===== config.mk =====
export PLATFORM = sky130hd
export DESIGN_NAME = cursor_line_edit_buffer_unit
export DESIGN_NICKNAME = d
export VERILOG_FILES = /design/src/cleb_pkg.sv /design/src/cleb_front.sv /design/src/cleb_queue.sv /design/src/cleb_back.sv /design/src/cursor_line_edit_buffer_unit.sv
export SDC_FILE = /design/constraint.sdc
export NUM_CORES = 1
export LEC_CHECK = 0
export BUFFER_PORTS_ARGS = -buffer_cell sky130_fd_sc_hd__buf_4
export CAP_MARGIN = 15
export CORE_MARGIN = 2
export CORE_UTILIZATION = 40
export CTS_CLUSTER_DIAMETER = 80
export DETAILED_ROUTE_END_ITERATION = 16
export GPL_TIMING_DRIVEN = 0
export HOLD_SLACK_MARGIN = 0.05
export PLACE_DENSITY = 0.6
export SLEW_MARGIN = 20
export SYNTH_ARGS = -nofsm -noshare
export SYNTH_HDL_FRONTEND = slang
export SYNTH_SLANG_ARGS = --single-unit

===== constraint.sdc =====
create_clock -name i_clk -period 4.4 [get_ports i_clk]
set_input_delay 0 -clock i_clk [delete_from_list [all_inputs] [get_ports i_clk]]
set_output_delay 0 -clock i_clk [all_outputs]
set_load 0.03 [all_outputs]

===== src/cleb_pkg.sv =====
// Shared types and codes of the cursor line edit buffer.
package cleb_pkg;

    // Request codes as they arrive on the input stream
    localparam logic [2:0] REQ_LEFT   = 3'd0;
    localparam logic [2:0] REQ_RIGHT  = 3'd1;
    localparam logic [2:0] REQ_BKSP   = 3'd2;
    localparam logic [2:0] REQ_INSERT = 3'd3;
    localparam logic [2:0] REQ_DUMP   = 3'd4;

    localparam int QUEUE_DEPTH = 2;

    typedef enum logic [2:0] {
        CMD_LEFT,
        CMD_RIGHT,
        CMD_BKSP,
        CMD_INSERT,
        CMD_DUMP,
        CMD_NOP
    } t_cmd;

    typedef struct packed {
        t_cmd       cmd;
        logic [7:0] ch;
    } t_cmd_item;

    typedef enum logic [1:0] {
        KIND_ACK,
        KIND_CHAR,
        KIND_EMPTY
    } t_kind;

    typedef enum logic [1:0] {
        STAT_DONE,
        STAT_BOUNDARY,
        STAT_FULL
    } t_status;

    typedef enum logic [2:0] {
        ST_IDLE,
        ST_MOVE_L,
        ST_MOVE_R,
        ST_DUMP_RD,
        ST_DUMP_OUT
    } t_state;

endpackage


===== src/cleb_front.sv =====
// Input stage: accept requests, decode them to commands, hand them to the queue.
module cleb_front (
    input  logic                 i_clk,
    input  logic                 i_rst_n,
    input  logic                 i_valid,
    output logic                 o_ready,
    input  logic [2:0]           i_req_type,
    input  logic [7:0]           i_char_in,
    output logic                 o_push,
    input  logic                 i_push_ready,
    output cleb_pkg::t_cmd_item  o_item
);

    logic                r_valid;
    cleb_pkg::t_cmd_item r_item;
    cleb_pkg::t_cmd      cmd;

    always_comb begin
        case (i_req_type)
            cleb_pkg::REQ_LEFT:   cmd = cleb_pkg::CMD_LEFT;
            cleb_pkg::REQ_RIGHT:  cmd = cleb_pkg::CMD_RIGHT;
            cleb_pkg::REQ_BKSP:   cmd = cleb_pkg::CMD_BKSP;
            cleb_pkg::REQ_INSERT: cmd = cleb_pkg::CMD_INSERT;
            cleb_pkg::REQ_DUMP:   cmd = cleb_pkg::CMD_DUMP;
            default:              cmd = cleb_pkg::CMD_NOP;
        endcase
    end

    assign o_ready = !r_valid || i_push_ready;
    assign o_push  = r_valid;
    assign o_item  = r_item;

    always_ff @(posedge i_clk) begin
        if (!i_rst_n) begin
            r_valid <= 1'b0;
        end else if (i_valid && o_ready) begin
            r_valid <= 1'b1;
        end else if (i_push_ready) begin
            r_valid <= 1'b0;
        end
    end

    always_ff @(posedge i_clk) begin
        if (i_valid && o_ready) begin
            r_item.cmd <= cmd;
            r_item.ch  <= i_char_in;
        end
    end

endmodule


===== src/cleb_queue.sv =====
// Short command queue between the decode stage and the edit engine.
module cleb_queue (
    input  logic                 i_clk,
    input  logic                 i_rst_n,
    input  logic                 i_push,
    output logic                 o_push_ready,
    input  cleb_pkg::t_cmd_item  i_item,
    output logic                 o_valid,
    input  logic                 i_pop,
    output cleb_pkg::t_cmd_item  o_item
);

    localparam int PW = $clog2(cleb_pkg::QUEUE_DEPTH);
    localparam int NW = $clog2(cleb_pkg::QUEUE_DEPTH + 1);

    cleb_pkg::t_cmd_item r_mem [cleb_pkg::QUEUE_DEPTH];
    logic [PW-1:0]       r_wp;
    logic [PW-1:0]       r_rp;
    logic [NW-1:0]       r_cnt;
    logic                push_ok;
    logic                pop_ok;

    assign o_push_ready = (r_cnt != NW'(cleb_pkg::QUEUE_DEPTH));
    assign o_valid      = (r_cnt != '0);
    assign o_item       = r_mem[r_rp];
    assign push_ok      = i_push && o_push_ready;
    assign pop_ok       = i_pop && o_valid;

    always_ff @(posedge i_clk) begin
        if (!i_rst_n) begin
            r_wp  <= '0;
            r_rp  <= '0;
            r_cnt <= '0;
        end else begin
            if (push_ok) begin
                r_wp <= (r_wp == PW'(cleb_pkg::QUEUE_DEPTH - 1)) ? '0 : r_wp + 1'b1;
            end
            if (pop_ok) begin
                r_rp <= (r_rp == PW'(cleb_pkg::QUEUE_DEPTH - 1)) ? '0 : r_rp + 1'b1;
            end
            case ({push_ok, pop_ok})
                2'b10:   r_cnt <= r_cnt + 1'b1;
                2'b01:   r_cnt <= r_cnt - 1'b1;
                default: r_cnt <= r_cnt;
            endcase
        end
    end

    always_ff @(posedge i_clk) begin
        if (push_ok) begin
            r_mem[r_wp] <= i_item;
        end
    end

endmodule


===== src/cleb_back.sv =====
// Edit engine: two character stacks, their counts, dump sequencer and result register.
module cleb_back #(
    parameter int TEXT_DEPTH = 64
) (
    input  logic                 i_clk,
    input  logic                 i_rst_n,
    input  logic                 i_q_valid,
    input  cleb_pkg::t_cmd_item  i_q_item,
    output logic                 o_q_pop,
    output logic                 o_m_valid,
    input  logic                 i_m_ready,
    output cleb_pkg::t_kind      o_m_kind,
    output logic [7:0]           o_m_char,
    output cleb_pkg::t_status    o_m_status,
    output logic                 o_m_last
);

    localparam int CW = $clog2(TEXT_DEPTH + 1);
    localparam int AW = $clog2(TEXT_DEPTH);

    cleb_pkg::t_state  r_state, n_state;
    logic [CW-1:0]     r_lcnt, n_lcnt;
    logic [CW-1:0]     r_rcnt, n_rcnt;
    logic [AW-1:0]     r_pos, n_pos;
    logic              r_on_left, n_on_left;
    logic [CW-1:0]     r_rem, n_rem;
    logic [7:0]        r_lq, r_rq;
    logic [7:0]        left_mem  [TEXT_DEPTH];
    logic [7:0]        right_mem [TEXT_DEPTH];

    logic              r_ovalid;
    cleb_pkg::t_kind   r_okind, n_okind;
    logic [7:0]        r_ochar, n_ochar;
    cleb_pkg::t_status r_ostatus, n_ostatus;
    logic              r_olast, n_olast;
    logic              out_load;

    logic              out_free;
    logic [CW-1:0]     lc_m1, rc_m1;
    logic [CW:0]       total;
    logic              can_left, can_right, is_full;

    logic              l_we, r_we;
    logic [AW-1:0]     l_waddr, r_waddr, l_raddr, r_raddr;
    logic [7:0]        l_wdata, r_wdata;

    assign out_free  = !r_ovalid || i_m_ready;
    assign lc_m1     = r_lcnt - 1'b1;
    assign rc_m1     = r_rcnt - 1'b1;
    assign total     = {1'b0, r_lcnt} + {1'b0, r_rcnt};
    assign can_left  = (r_lcnt != '0) && (r_rcnt < CW'(TEXT_DEPTH));
    assign can_right = (r_rcnt != '0) && (r_lcnt < CW'(TEXT_DEPTH));
    assign is_full   = (total >= (CW+1)'(TEXT_DEPTH));

    // Next state
    always_comb begin
        n_state = r_state;
        case (r_state)
            cleb_pkg::ST_IDLE: begin
                if (i_q_valid && out_free) begin
                    case (i_q_item.cmd)
                        cleb_pkg::CMD_LEFT:  if (can_left)  n_state = cleb_pkg::ST_MOVE_L;
                        cleb_pkg::CMD_RIGHT: if (can_right) n_state = cleb_pkg::ST_MOVE_R;
                        cleb_pkg::CMD_DUMP:  if (total != '0) n_state = cleb_pkg::ST_DUMP_RD;
                        default:             n_state = cleb_pkg::ST_IDLE;
                    endcase
                end
            end
            cleb_pkg::ST_MOVE_L:  n_state = cleb_pkg::ST_IDLE;
            cleb_pkg::ST_MOVE_R:  n_state = cleb_pkg::ST_IDLE;
            cleb_pkg::ST_DUMP_RD: n_state = cleb_pkg::ST_DUMP_OUT;
            cleb_pkg::ST_DUMP_OUT: begin
                if (out_free) begin
                    n_state = (r_rem == CW'(1)) ? cleb_pkg::ST_IDLE : cleb_pkg::ST_DUMP_RD;
                end
            end
            default: n_state = cleb_pkg::ST_IDLE;
        endcase
    end

    // Datapath and memory controls
    always_comb begin
        o_q_pop   = 1'b0;
        n_lcnt    = r_lcnt;
        n_rcnt    = r_rcnt;
        n_pos     = r_pos;
        n_on_left = r_on_left;
        n_rem     = r_rem;
        out_load  = 1'b0;
        n_okind   = cleb_pkg::KIND_ACK;
        n_ochar   = 8'd0;
        n_ostatus = cleb_pkg::STAT_DONE;
        n_olast   = 1'b1;
        l_we      = 1'b0;
        r_we      = 1'b0;
        l_waddr   = r_lcnt[AW-1:0];
        r_waddr   = r_rcnt[AW-1:0];
        l_wdata   = i_q_item.ch;
        r_wdata   = r_lq;
        l_raddr   = lc_m1[AW-1:0];
        r_raddr   = rc_m1[AW-1:0];
        case (r_state)
            cleb_pkg::ST_IDLE: begin
                if (i_q_valid && out_free) begin
                    o_q_pop  = 1'b1;
                    out_load = 1'b1;
                    case (i_q_item.cmd)
                        cleb_pkg::CMD_LEFT: begin
                            if (can_left) n_lcnt = lc_m1;
                            else          n_ostatus = cleb_pkg::STAT_BOUNDARY;
                        end
                        cleb_pkg::CMD_RIGHT: begin
                            if (can_right) n_rcnt = rc_m1;
                            else           n_ostatus = cleb_pkg::STAT_BOUNDARY;
                        end
                        cleb_pkg::CMD_BKSP: begin
                            if (r_lcnt != '0) n_lcnt = lc_m1;
                            else              n_ostatus = cleb_pkg::STAT_BOUNDARY;
                        end
                        cleb_pkg::CMD_INSERT: begin
                            if (is_full) begin
                                n_ostatus = cleb_pkg::STAT_FULL;
                            end else begin
                                l_we   = 1'b1;
                                n_lcnt = r_lcnt + 1'b1;
                            end
                        end
                        cleb_pkg::CMD_DUMP: begin
                            if (total == '0) begin
                                n_okind = cleb_pkg::KIND_EMPTY;
                            end else begin
                                out_load  = 1'b0;
                                n_pos     = (r_lcnt != '0) ? '0 : rc_m1[AW-1:0];
                                n_on_left = (r_lcnt != '0);
                                n_rem     = total[CW-1:0];
                            end
                        end
                        default: n_ostatus = cleb_pkg::STAT_DONE;
                    endcase
                end
            end
            cleb_pkg::ST_MOVE_L: begin
                // read of the left top landed last cycle; push it on the right
                r_we   = 1'b1;
                n_rcnt = r_rcnt + 1'b1;
            end
            cleb_pkg::ST_MOVE_R: begin
                l_we    = 1'b1;
                l_wdata = r_rq;
                n_lcnt  = r_lcnt + 1'b1;
            end
            cleb_pkg::ST_DUMP_RD: begin
                l_raddr = r_pos;
                r_raddr = r_pos;
            end
            cleb_pkg::ST_DUMP_OUT: begin
                // hold the read address so a stalled result keeps its character
                l_raddr = r_pos;
                r_raddr = r_pos;
                if (out_free) begin
                    out_load = 1'b1;
                    n_okind  = cleb_pkg::KIND_CHAR;
                    n_ochar  = r_on_left ? r_lq : r_rq;
                    n_olast  = (r_rem == CW'(1));
                    n_rem    = r_rem - 1'b1;
                    if (r_on_left) begin
                        if (r_pos == lc_m1[AW-1:0]) begin
                            n_on_left = 1'b0;
                            n_pos     = rc_m1[AW-1:0];
                        end else begin
                            n_pos = r_pos + 1'b1;
                        end
                    end else begin
                        n_pos = r_pos - 1'b1;
                    end
                    if (r_rem == CW'(1)) begin
                        n_lcnt = '0;
                        n_rcnt = '0;
                    end
                end
            end
            default: o_q_pop = 1'b0;
        endcase
    end

    always_ff @(posedge i_clk) begin
        if (!i_rst_n) begin
            r_state  <= cleb_pkg::ST_IDLE;
            r_lcnt   <= '0;
            r_rcnt   <= '0;
            r_ovalid <= 1'b0;
        end else begin
            r_state <= n_state;
            r_lcnt  <= n_lcnt;
            r_rcnt  <= n_rcnt;
            if (out_load) begin
                r_ovalid <= 1'b1;
            end else if (i_m_ready) begin
                r_ovalid <= 1'b0;
            end
        end
    end

    always_ff @(posedge i_clk) begin
        r_pos     <= n_pos;
        r_on_left <= n_on_left;
        r_rem     <= n_rem;
        if (out_load) begin
            r_okind   <= n_okind;
            r_ochar   <= n_ochar;
            r_ostatus <= n_ostatus;
            r_olast   <= n_olast;
        end
    end

    // Stack memories: one write and one registered read each
    always_ff @(posedge i_clk) begin
        if (l_we) begin
            left_mem[l_waddr] <= l_wdata;
        end
        r_lq <= left_mem[l_raddr];
    end

    always_ff @(posedge i_clk) begin
        if (r_we) begin
            right_mem[r_waddr] <= r_wdata;
        end
        r_rq <= right_mem[r_raddr];
    end

    assign o_m_valid  = r_ovalid;
    assign o_m_kind   = r_okind;
    assign o_m_char   = r_ochar;
    assign o_m_status = r_ostatus;
    assign o_m_last   = r_olast;

    a_no_overfill: assert property (@(posedge i_clk) disable iff (!i_rst_n)
        total <= (CW+1)'(TEXT_DEPTH))
        else $error("text holds more characters than the buffer depth");

    a_pop_idle: assert property (@(posedge i_clk) disable iff (!i_rst_n)
        o_q_pop |-> (r_state == cleb_pkg::ST_IDLE))
        else $error("command taken while engine busy");

    a_move_short: assert property (@(posedge i_clk) disable iff (!i_rst_n)
        (r_state == cleb_pkg::ST_MOVE_L || r_state == cleb_pkg::ST_MOVE_R)
        |=> (r_state == cleb_pkg::ST_IDLE))
        else $error("cursor move did not finish in one cycle");

    a_dump_empties: assert property (@(posedge i_clk) disable iff (!i_rst_n)
        (r_state == cleb_pkg::ST_DUMP_OUT && out_free && r_rem == CW'(1))
        |=> (r_lcnt == '0 && r_rcnt == '0 && r_olast))
        else $error("dump end did not empty the buffer");

    a_char_status: assert property (@(posedge i_clk) disable iff (!i_rst_n)
        (r_ovalid && r_okind != cleb_pkg::KIND_ACK) |-> (r_ostatus == cleb_pkg::STAT_DONE))
        else $error("dump result carries a nonzero status");

endmodule


===== src/cursor_line_edit_buffer_unit.sv =====
// Top level of the cursor line edit buffer: decode stage, command queue and edit engine.
//
// A line of up to TEXT_DEPTH characters with a cursor, kept as two stacks (text left
// of the cursor, text right of it). Each request on the slave stream is one transfer:
// tuser carries the request code (0 cursor left, 1 cursor right, 2 backspace,
// 3 insert, 4 dump, other codes are acknowledged and do nothing) and tdata the
// character for insert. Every edit gives one acknowledge transfer on the master
// stream with a status (done, ignored at a boundary, ignored because the buffer is
// full); a dump streams the text in reading order, one transfer per character with
// tlast on the final one, or a single "empty" transfer, and leaves the buffer empty.
// Flow: a request passes a decode register and a two-entry queue before the engine;
// the engine handles backspace, insert and no-op requests as it takes them, a cursor
// move as a stack memory read, then a write to the other stack (no write when the move
// is ignored at a boundary), and each character of a dump as a registered memory read,
// then a load of the result register; a stall on the result stream holds the engine
// until the result register is free. The queue keeps taking requests while it has
// room, also while the engine works or the result stream is stalled. No clearing pass
// is needed after reset.
module cursor_line_edit_buffer_unit #(
    parameter int TEXT_DEPTH = 64
) (
    input  logic        i_clk,
    input  logic        i_rst_n,
    input  logic        s_axis_tvalid,
    output logic        s_axis_tready,
    input  logic [7:0]  s_axis_tdata,   // [7:0] char_in
    input  logic [2:0]  s_axis_tuser,   // [2:0] req_type
    output logic        m_axis_tvalid,
    input  logic        m_axis_tready,
    output logic [15:0] m_axis_tdata,   // [7:0] char_out, [9:8] status, [15:10] zero
    output logic [1:0]  m_axis_tuser,   // [1:0] kind
    output logic        m_axis_tlast    // last result of the request
);

    logic                push;
    logic                push_ready;
    cleb_pkg::t_cmd_item front_item;
    logic                q_valid;
    logic                q_pop;
    cleb_pkg::t_cmd_item q_item;
    cleb_pkg::t_kind     m_kind;
    logic [7:0]          m_char;
    cleb_pkg::t_status   m_status;

    // Decode each request transfer into an engine command
    cleb_front u_front (
        .i_clk        (i_clk),
        .i_rst_n      (i_rst_n),
        .i_valid      (s_axis_tvalid),
        .o_ready      (s_axis_tready),
        .i_req_type   (s_axis_tuser),
        .i_char_in    (s_axis_tdata),
        .o_push       (push),
        .i_push_ready (push_ready),
        .o_item       (front_item)
    );

    // Hold commands so decode and engine stall independently
    cleb_queue u_queue (
        .i_clk        (i_clk),
        .i_rst_n      (i_rst_n),
        .i_push       (push),
        .o_push_ready (push_ready),
        .i_item       (front_item),
        .o_valid      (q_valid),
        .i_pop        (q_pop),
        .o_item       (q_item)
    );

    // Carry out edits and dumps on the two stacks
    cleb_back #(
        .TEXT_DEPTH (TEXT_DEPTH)
    ) u_back (
        .i_clk      (i_clk),
        .i_rst_n    (i_rst_n),
        .i_q_valid  (q_valid),
        .i_q_item   (q_item),
        .o_q_pop    (q_pop),
        .o_m_valid  (m_axis_tvalid),
        .i_m_ready  (m_axis_tready),
        .o_m_kind   (m_kind),
        .o_m_char   (m_char),
        .o_m_status (m_status),
        .o_m_last   (m_axis_tlast)
    );

    // Pack result fields, lowest field first, pad to whole bytes
    assign m_axis_tdata = {6'd0, m_status, m_char};
    assign m_axis_tuser = m_kind;

endmodule


Yosys cells after proc, flatten, opt, wreduce, memory -nomap -nowiden
Memories as Yosys holds them, arrays and structs flattened. A register that Yosys moved wholly into a read port is not among the register bits.
Cells that the tools add are included.
{"block": "word_totals", "out_inout_bits": 21, "latch_bits": 0, "ram_bits": 1046, "romBits": 0, "in_bits": 15, "reg_bits": 61, "wordCells": 178, "memories": 3}
{"block": "classes", "n_div": 0, "mux": 82, "reduce_logical": 31, "bitwise_logic": 0, "n_eq_ne": 30, "multipliers": 0, "n_shift": 0, "order_cmp": 3, "addsub": 12}
{"name": "u_back.left_mem", "words": 64, "word_bits": 8, "rd": 1, "rd_ports_with_merged_regs": 1, "wr": 1, "line": "cleb_back.sv:28", "source": "logic [7:0] left_mem [TEXT_DEPTH];"}
{"name": "u_back.right_mem", "words": 64, "word_bits": 8, "rd": 1, "rd_ports_with_merged_regs": 1, "wr": 1, "line": "cleb_back.sv:29", "source": "logic [7:0] right_mem [TEXT_DEPTH];"}
{"name": "u_queue.r_mem", "words": 2, "word_bits": 11, "rd": 1, "rd_ports_with_merged_regs": 1, "wr": 1, "line": "cleb_queue.sv:16", "source": "cleb_pkg::t_cmd_item r_mem [cleb_pkg::QUEUE_DEPTH];"}
{"operator": "7-bit 2-to-1 mux", "count": 13}
{"operator": "7-bit case mux with 3 select lines", "count": 3}
{"operator": "6-bit 2-to-1 mux", "count": 9}
{"operator": "1-bit 2-to-1 mux", "count": 34}
{"operator": "7-bit by 1-bit subtractor with 7-bit output (second input constant)", "count": 3}
{"operator": "3-bit by 2-bit equality test with 1-bit output (second input constant)", "count": 6}
{"operator": "3-bit case mux with 3 select lines", "count": 2}
{"operator": "8-bit 2-to-1 mux", "count": 2}
{"operator": "3-bit 2-to-1 mux", "count": 5}
{"operator": "3-bit case mux with 5 select lines", "count": 1}
{"operator": "7-bit by 1-bit adder with 7-bit output (second input constant)", "count": 2}
{"operator": "7-bit less-than comparator (second input constant)", "count": 2}
{"operator": "7-bit case mux with 2 select lines", "count": 1}
{"operator": "7-bit nonzero test", "count": 2}
{"operator": "3-bit by 2-bit inequality test with 1-bit output (second input constant)", "count": 4}
{"operator": "6-bit case mux with 2 select lines", "count": 1}
{"operator": "2-bit 2-to-1 mux", "count": 5}
{"operator": "2-bit by 1-bit inequality test with 1-bit output (second input constant)", "count": 5}
{"operator": "5-bit AND reduction", "count": 2}
{"operator": "2-bit nonzero test", "count": 5}
{"operator": "3-bit by 1-bit equality test with 1-bit output (second input constant)", "count": 3}
{"operator": "3-bit equality test (second input constant)", "count": 3}
{"operator": "3-bit logical NOT", "count": 3}
{"operator": "7-bit by 7-bit adder with 8-bit output", "count": 1}
{"operator": "other kinds (26)", "count": 41}

Longest topological paths before layout
{"block": "depth", "ltp_word": 8, "mapped_depth": 14, "mapped_depth_nobuf": 9}

Modules after synthesis
From an unflattened synthesis, not the netlist that was laid out.
{"block": "hier_totals", "cells_unflattened": 3649, "hier_area_um2": 46225.6}
{"mod": "cleb_back", "area_per_inst_um2": 44746.7, "seq_area_each_um2": 32240.9, "cells_per_inst": 3565, "instances": 1}
{"mod": "cleb_queue", "area_per_inst_um2": 1024.7, "seq_area_each_um2": 760.7, "cells_per_inst": 58, "instances": 1}
{"mod": "cleb_front", "area_per_inst_um2": 405.4, "seq_area_each_um2": 350.3, "cells_per_inst": 19, "instances": 1}
{"mod": "cursor_line_edit_buffer_unit", "area_per_inst_um2": 48.8, "seq_area_each_um2": 0.0, "cells_per_inst": 7, "instances": 1}

Least setup slack after synthesis
No wires, ideal clock.
{"block": "synth_timing", "kind": "register to register", "startpoint": "register u_back.r_state[0]", "endpoint": "memory u_back.left_mem[0][5], data pin", "path_stages_with_launch": 8, "setup_slack_ps": -246, "period_less_slack_ps": 4646, "n_path_buf": 5, "t_arrival_ps": 3945, "setup_ps": 702, "required_ps": 3698, "path_cell_list": "dfxtp_1 -> buf_6 -> buf_2 -> buf_2 -> nor2_1 -> clkbuf_1 -> clkbuf_1 -> o21ai_0"}
{"block": "synth_via", "elab_chain_cells": 2}
{"element": "start: declaration", "line": "cleb_back.sv:21", "source": "cleb_pkg::t_state r_state, n_state;"}
{"element": "start signal: assignment", "line": "cleb_back.sv:188", "source": "r_state <= cleb_pkg::ST_IDLE;"}
{"element": "start signal: assignment", "line": "cleb_back.sv:193", "source": "r_state <= n_state;"}
{"element": "3-bit by 2-bit equality test with 1-bit output", "line": "cleb_back.sv:102", "source": "case (r_state)"}
{"element": "8-bit 2-to-1 mux", "line": "cleb_back.sv:102"}
{"element": "via u_back.l_wdata[5]", "line": "cleb_back.sv:45", "source": "logic [7:0] l_wdata, r_wdata;"}
{"element": "end: declaration", "line": "cleb_back.sv:28"}
The timed path passes the listed nets, and every way through them passes these cells.

Final worst setup path
{"block": "layout_timing", "startpoint": "register u_back.r_state[2]", "endpoint": "memory u_back.left_mem[50][5], enable pin"}
{"block": "layout_via", "elab_chain_cells": 4, "elab_cells_between_ends": 5, "classes_between": "eq/ne: 1; mux: 3; reduce/logical: 1"}
{"element": "3-bit by 2-bit equality test with 1-bit output or 3-bit logical NOT (tied branches)", "line": "cleb_back.sv:102"}
{"element": "1-bit case mux with 2 select lines *", "line": "cleb_back.sv:102"}
{"element": "1-bit 2-to-1 mux *", "line": "cleb_back.sv:218", "source": "if (l_we) begin"}
{"element": "1-bit 2-to-1 mux (implied by the code) *", "line": "cleb_back.sv:219", "source": "left_mem[l_waddr] <= l_wdata;"}
Mark *: on every way between the ends. The rest lies on a longest branch, timed or not.

==> impl_results.md <==
- Initial antenna violation count: 10
- P&R area growth vs syn: 15.3%
- Maximum vdd ir drop: 0.482 mV
- Worst Clk Skew: 0.0228 ns
- Avg WL per Cell: 28.0 um
- Gr usage total: 0.236
- Synth Area in Compound Gates: 0.126
- Post-synthesis mux area share: 0.00790
- Worst Tran Pin Value: 1.19 ns
- YS warnings: 0
- Skew-Pair Late Insertion Delay: 0.71 ns
- Synth area leaders: edfxtp_1, and3_1, a2111oi_0
- Max Fclk: 217 MHz
- Placer congestion estimate: 0.914
- Die H: 349 um
- Ys flop type: edfxtp_1
- Dpl cells: 5,034
- Post-synth EDFFs: 1,084
- Simple-Gate Fraction of Synth Area: 0.123
- Vias in the first global route: 31,050
- Hold Vio Cnt, Final: 0
- First-pass GRT wire length: 213 mm
- Root Driver: clkbuf_16
- CTS tree: done
- Leakage: 18.4 nW
- H-tree depth: 3
- Bufs and invs on worst path: 4
- Seq/Total Area, Yosys: 0.699
- CP Capture Type: register
- Max Slew Vio Count: 0
- Ys async rst share: 0
- CP max-delay cell: nor2_1
- Final #Nets: 3,667
- # IOs: 36
- Setup Viol. Count Final: 368
- Synth Instances: 3,432
- Die footprint: 0.122 mm^2
- Post-Syn Area: 0.0477 mm^2
- Via count: 32,723
- Worst path max stage delay: 0.96 ns
- Tmin final: 4.61 ns
- Mapped Avg Cell Area: 13.9 um^2
- PD cells: 719 mW/mm^2
- CTS Buf Count: 109
- GRT Residual Overflow: 0
- DR pass1 iterations: 5
- Core Rows: 126
- Initial core utilization: 0.403
- Routed vias/inst: 6.21
- Core area: 0.118 mm^2
- Drt total wl: 148 mm
- Status: finished with violations
- Chip width: 349 um
- Synthesized flop and latch total: 1,124
- Adder-cell share of the synthesized area: 0.00462
- Critical path fanouts, max: 10
- Clock Path Buffers: 3
- Startpoint Class: register
- CP Class: reg -> reg
- CP top delay family: simple AND/OR/NAND/NOR gates
- Placed instance area: 0.0508 mm^2
- Crit-path cells: buf_2, buf_4, buf_2, buf_2, or3_1, nor2_1, nand2_1, o22ai_2, nand3_1, nor2_1
- Clock sinks: 1,124
- DRC viols: 0
- RSZ-0062 raised after global routing: yes
- Slew margin rel.: 0.203
- Worst setup margin: -0.206 ns
- Cell repeated most along the worst path: buf_2
- Req. time, crit path: 4.73 ns
- Layout cells sized above 1: 0.129
- Yosys cell types: 86
- DP Worst Slack: -1.09 ns
- Port Buffer Count: 29
- Most area-hungry cell type in the Yosys netlist: edfxtp_1
- Final Cycle Share: 1.05
- Max Cap Viol: 0
- Post-route cell area: 0.0550 mm^2
- Worst-path clk slew: 0.07 ns
- Dominant combinational cell family by area after synthesis: compound AO/OA/AOI/OAI gates
- 1st-iter DRT viols: 4,280
- Post-DP HPWL: 100 mm
- Fin cells: 5,266
- Min-delay worst type: in -> reg
- Most frequent cells in the layout: edfxtp_1, and3_1, nand2_1, clkbuf_1, a2111oi_0
- Commonest non-fill, non-tap cell in the layout: edfxtp_1
- Largest net degree at the start of global routing: 66
- Final ANT Viol Nets: 0
- XOR/XNOR Fraction of Synth Area: 0.00800
- WP data arrival: 4.94 ns
- Failing checks: negative setup slack
- Area share of the largest cell type after synthesis: 0.682
[registers in the layout (all words and copies together) (netlist names), 2 cells and up, named ones only]
register,count
u_back.o_m_status,2
u_back.r_rq,8
u_back.o_m_kind,2
u_back.r_rcnt,7
u_front.o_item,11
u_back.left_mem,512
u_queue.r_cnt,2
u_back.o_m_char,8
u_back.right_mem,512
u_back.r_lcnt,7
u_queue.r_mem,22
u_back.r_state,3
u_back.r_lq,8
u_back.r_pos,6
u_back.r_rem,7
[logic make-up after synthesis]
kind of cell / after synthesis
AO/OA/AOI/OAI: 741
XOR/XNOR: 42
adder cells (fa/ha/maj): 17
buffers and inverters: 341
flip-flops: 1124
multiplexers: 36
other: 1
AND/OR/NAND/NOR: 1130
[synthesized netlist by cell type, drive strengths merged (10+ instances only)]
master / count
a2111oi: 185
a211oi: 138
a21boi: 14
a21o: 10
a21oi: 23
a311o: 107
a31o: 15
a41o: 60
and2: 12
and3: 322
and4: 17
buf: 89
clkbuf: 232
dfxtp: 40
edfxtp: 1084
ha: 16
inv: 19
mux2i: 32
nand2: 313
nand3: 89
nand4: 49
nor2: 183
nor2b: 11
nor3: 18
o2111ai: 17
o21ai: 109
o22ai: 11
or4: 63
xnor2: 25
xor2: 16
[tightest hold or removal path: cells and delay by family]
| kind | cells | cell delay [ns] |
|---|---|---|
| buf+inv | 3 | 0.74 |
[worst paths after layout]
check,start,end,slack [ns],cells after the start
hold reg to reg,u_front.o_item[2],u_queue.r_mem[0][2],0.44,0
hold / removal,s_axis_tuser[2],u_front.o_item[10],0.16,3
setup reg to reg,u_back.r_state[2],u_back.left_mem[50][5],-0.21,10
setup / recovery,u_back.r_state[2],u_back.left_mem[50][5],-0.21,10
[final cells by class]
| class | instances | area (um^2) |
|---|---|---|
| Antenna cell | 2 | 5.00 |
| Buffer | 318 | 1420 |
| Clock buffer | 127 | 2840 |
| Clock inverter | 77 | 808 |
| Fill cell | 10388 | 63200 |
| Inverter | 20 | 75.1 |
| Multi-Input combinational cell | 1972 | 13300 |
| Sequential cell | 1124 | 33400 |
| Tap cell | 1536 | 1920 |
| Timing Repair Buffer | 90 | 1260 |
[metrics by stage]
stage / power [mW] / hold slack (ns) / setup TNS [ns] / utilization
after floorplan: 21.8 / 0.0989 / -48.39 / -
after global placement: 29.0 / 0.178 / -2498.13 / 0.422
after detailed placement: 29.4 / 0.179 / -32.73 / 0.429
after CTS: 39.0 / 0.0958 / -12.04 / 0.464
after global routing: 40.6 / 0.157 / -87.08 / 0.465
final: 39.6 / 0.158 / -41.53 / 0.465
[timing repair]
action	CTS	global route
endpoints found under the hold margin	38	0
buffers inserted	6	0
pin swaps	4	0
hold buffers	23	0
gates resized for setup	71	77
setup endpoints to repair	349	400
[metal layers]
layer / vias up / part of all wire / GRT usage
met5: - / 0.00045 / 0
li1: 14186 / - / -
met2: 1714 / 0.44 / 0.349
met3: 264 / 0.10 / 0.0493
met1: 16547 / 0.43 / 0.349
met4: 12 / 0.029 / 0.0735
[where the power goes]
part           internal (mW)  switching, mW
registers               13.4          0.544
clock network           5.46           4.13
logic                   4.65           11.4
total                   23.5           16.1
Power figures use the tool's default switching activity.
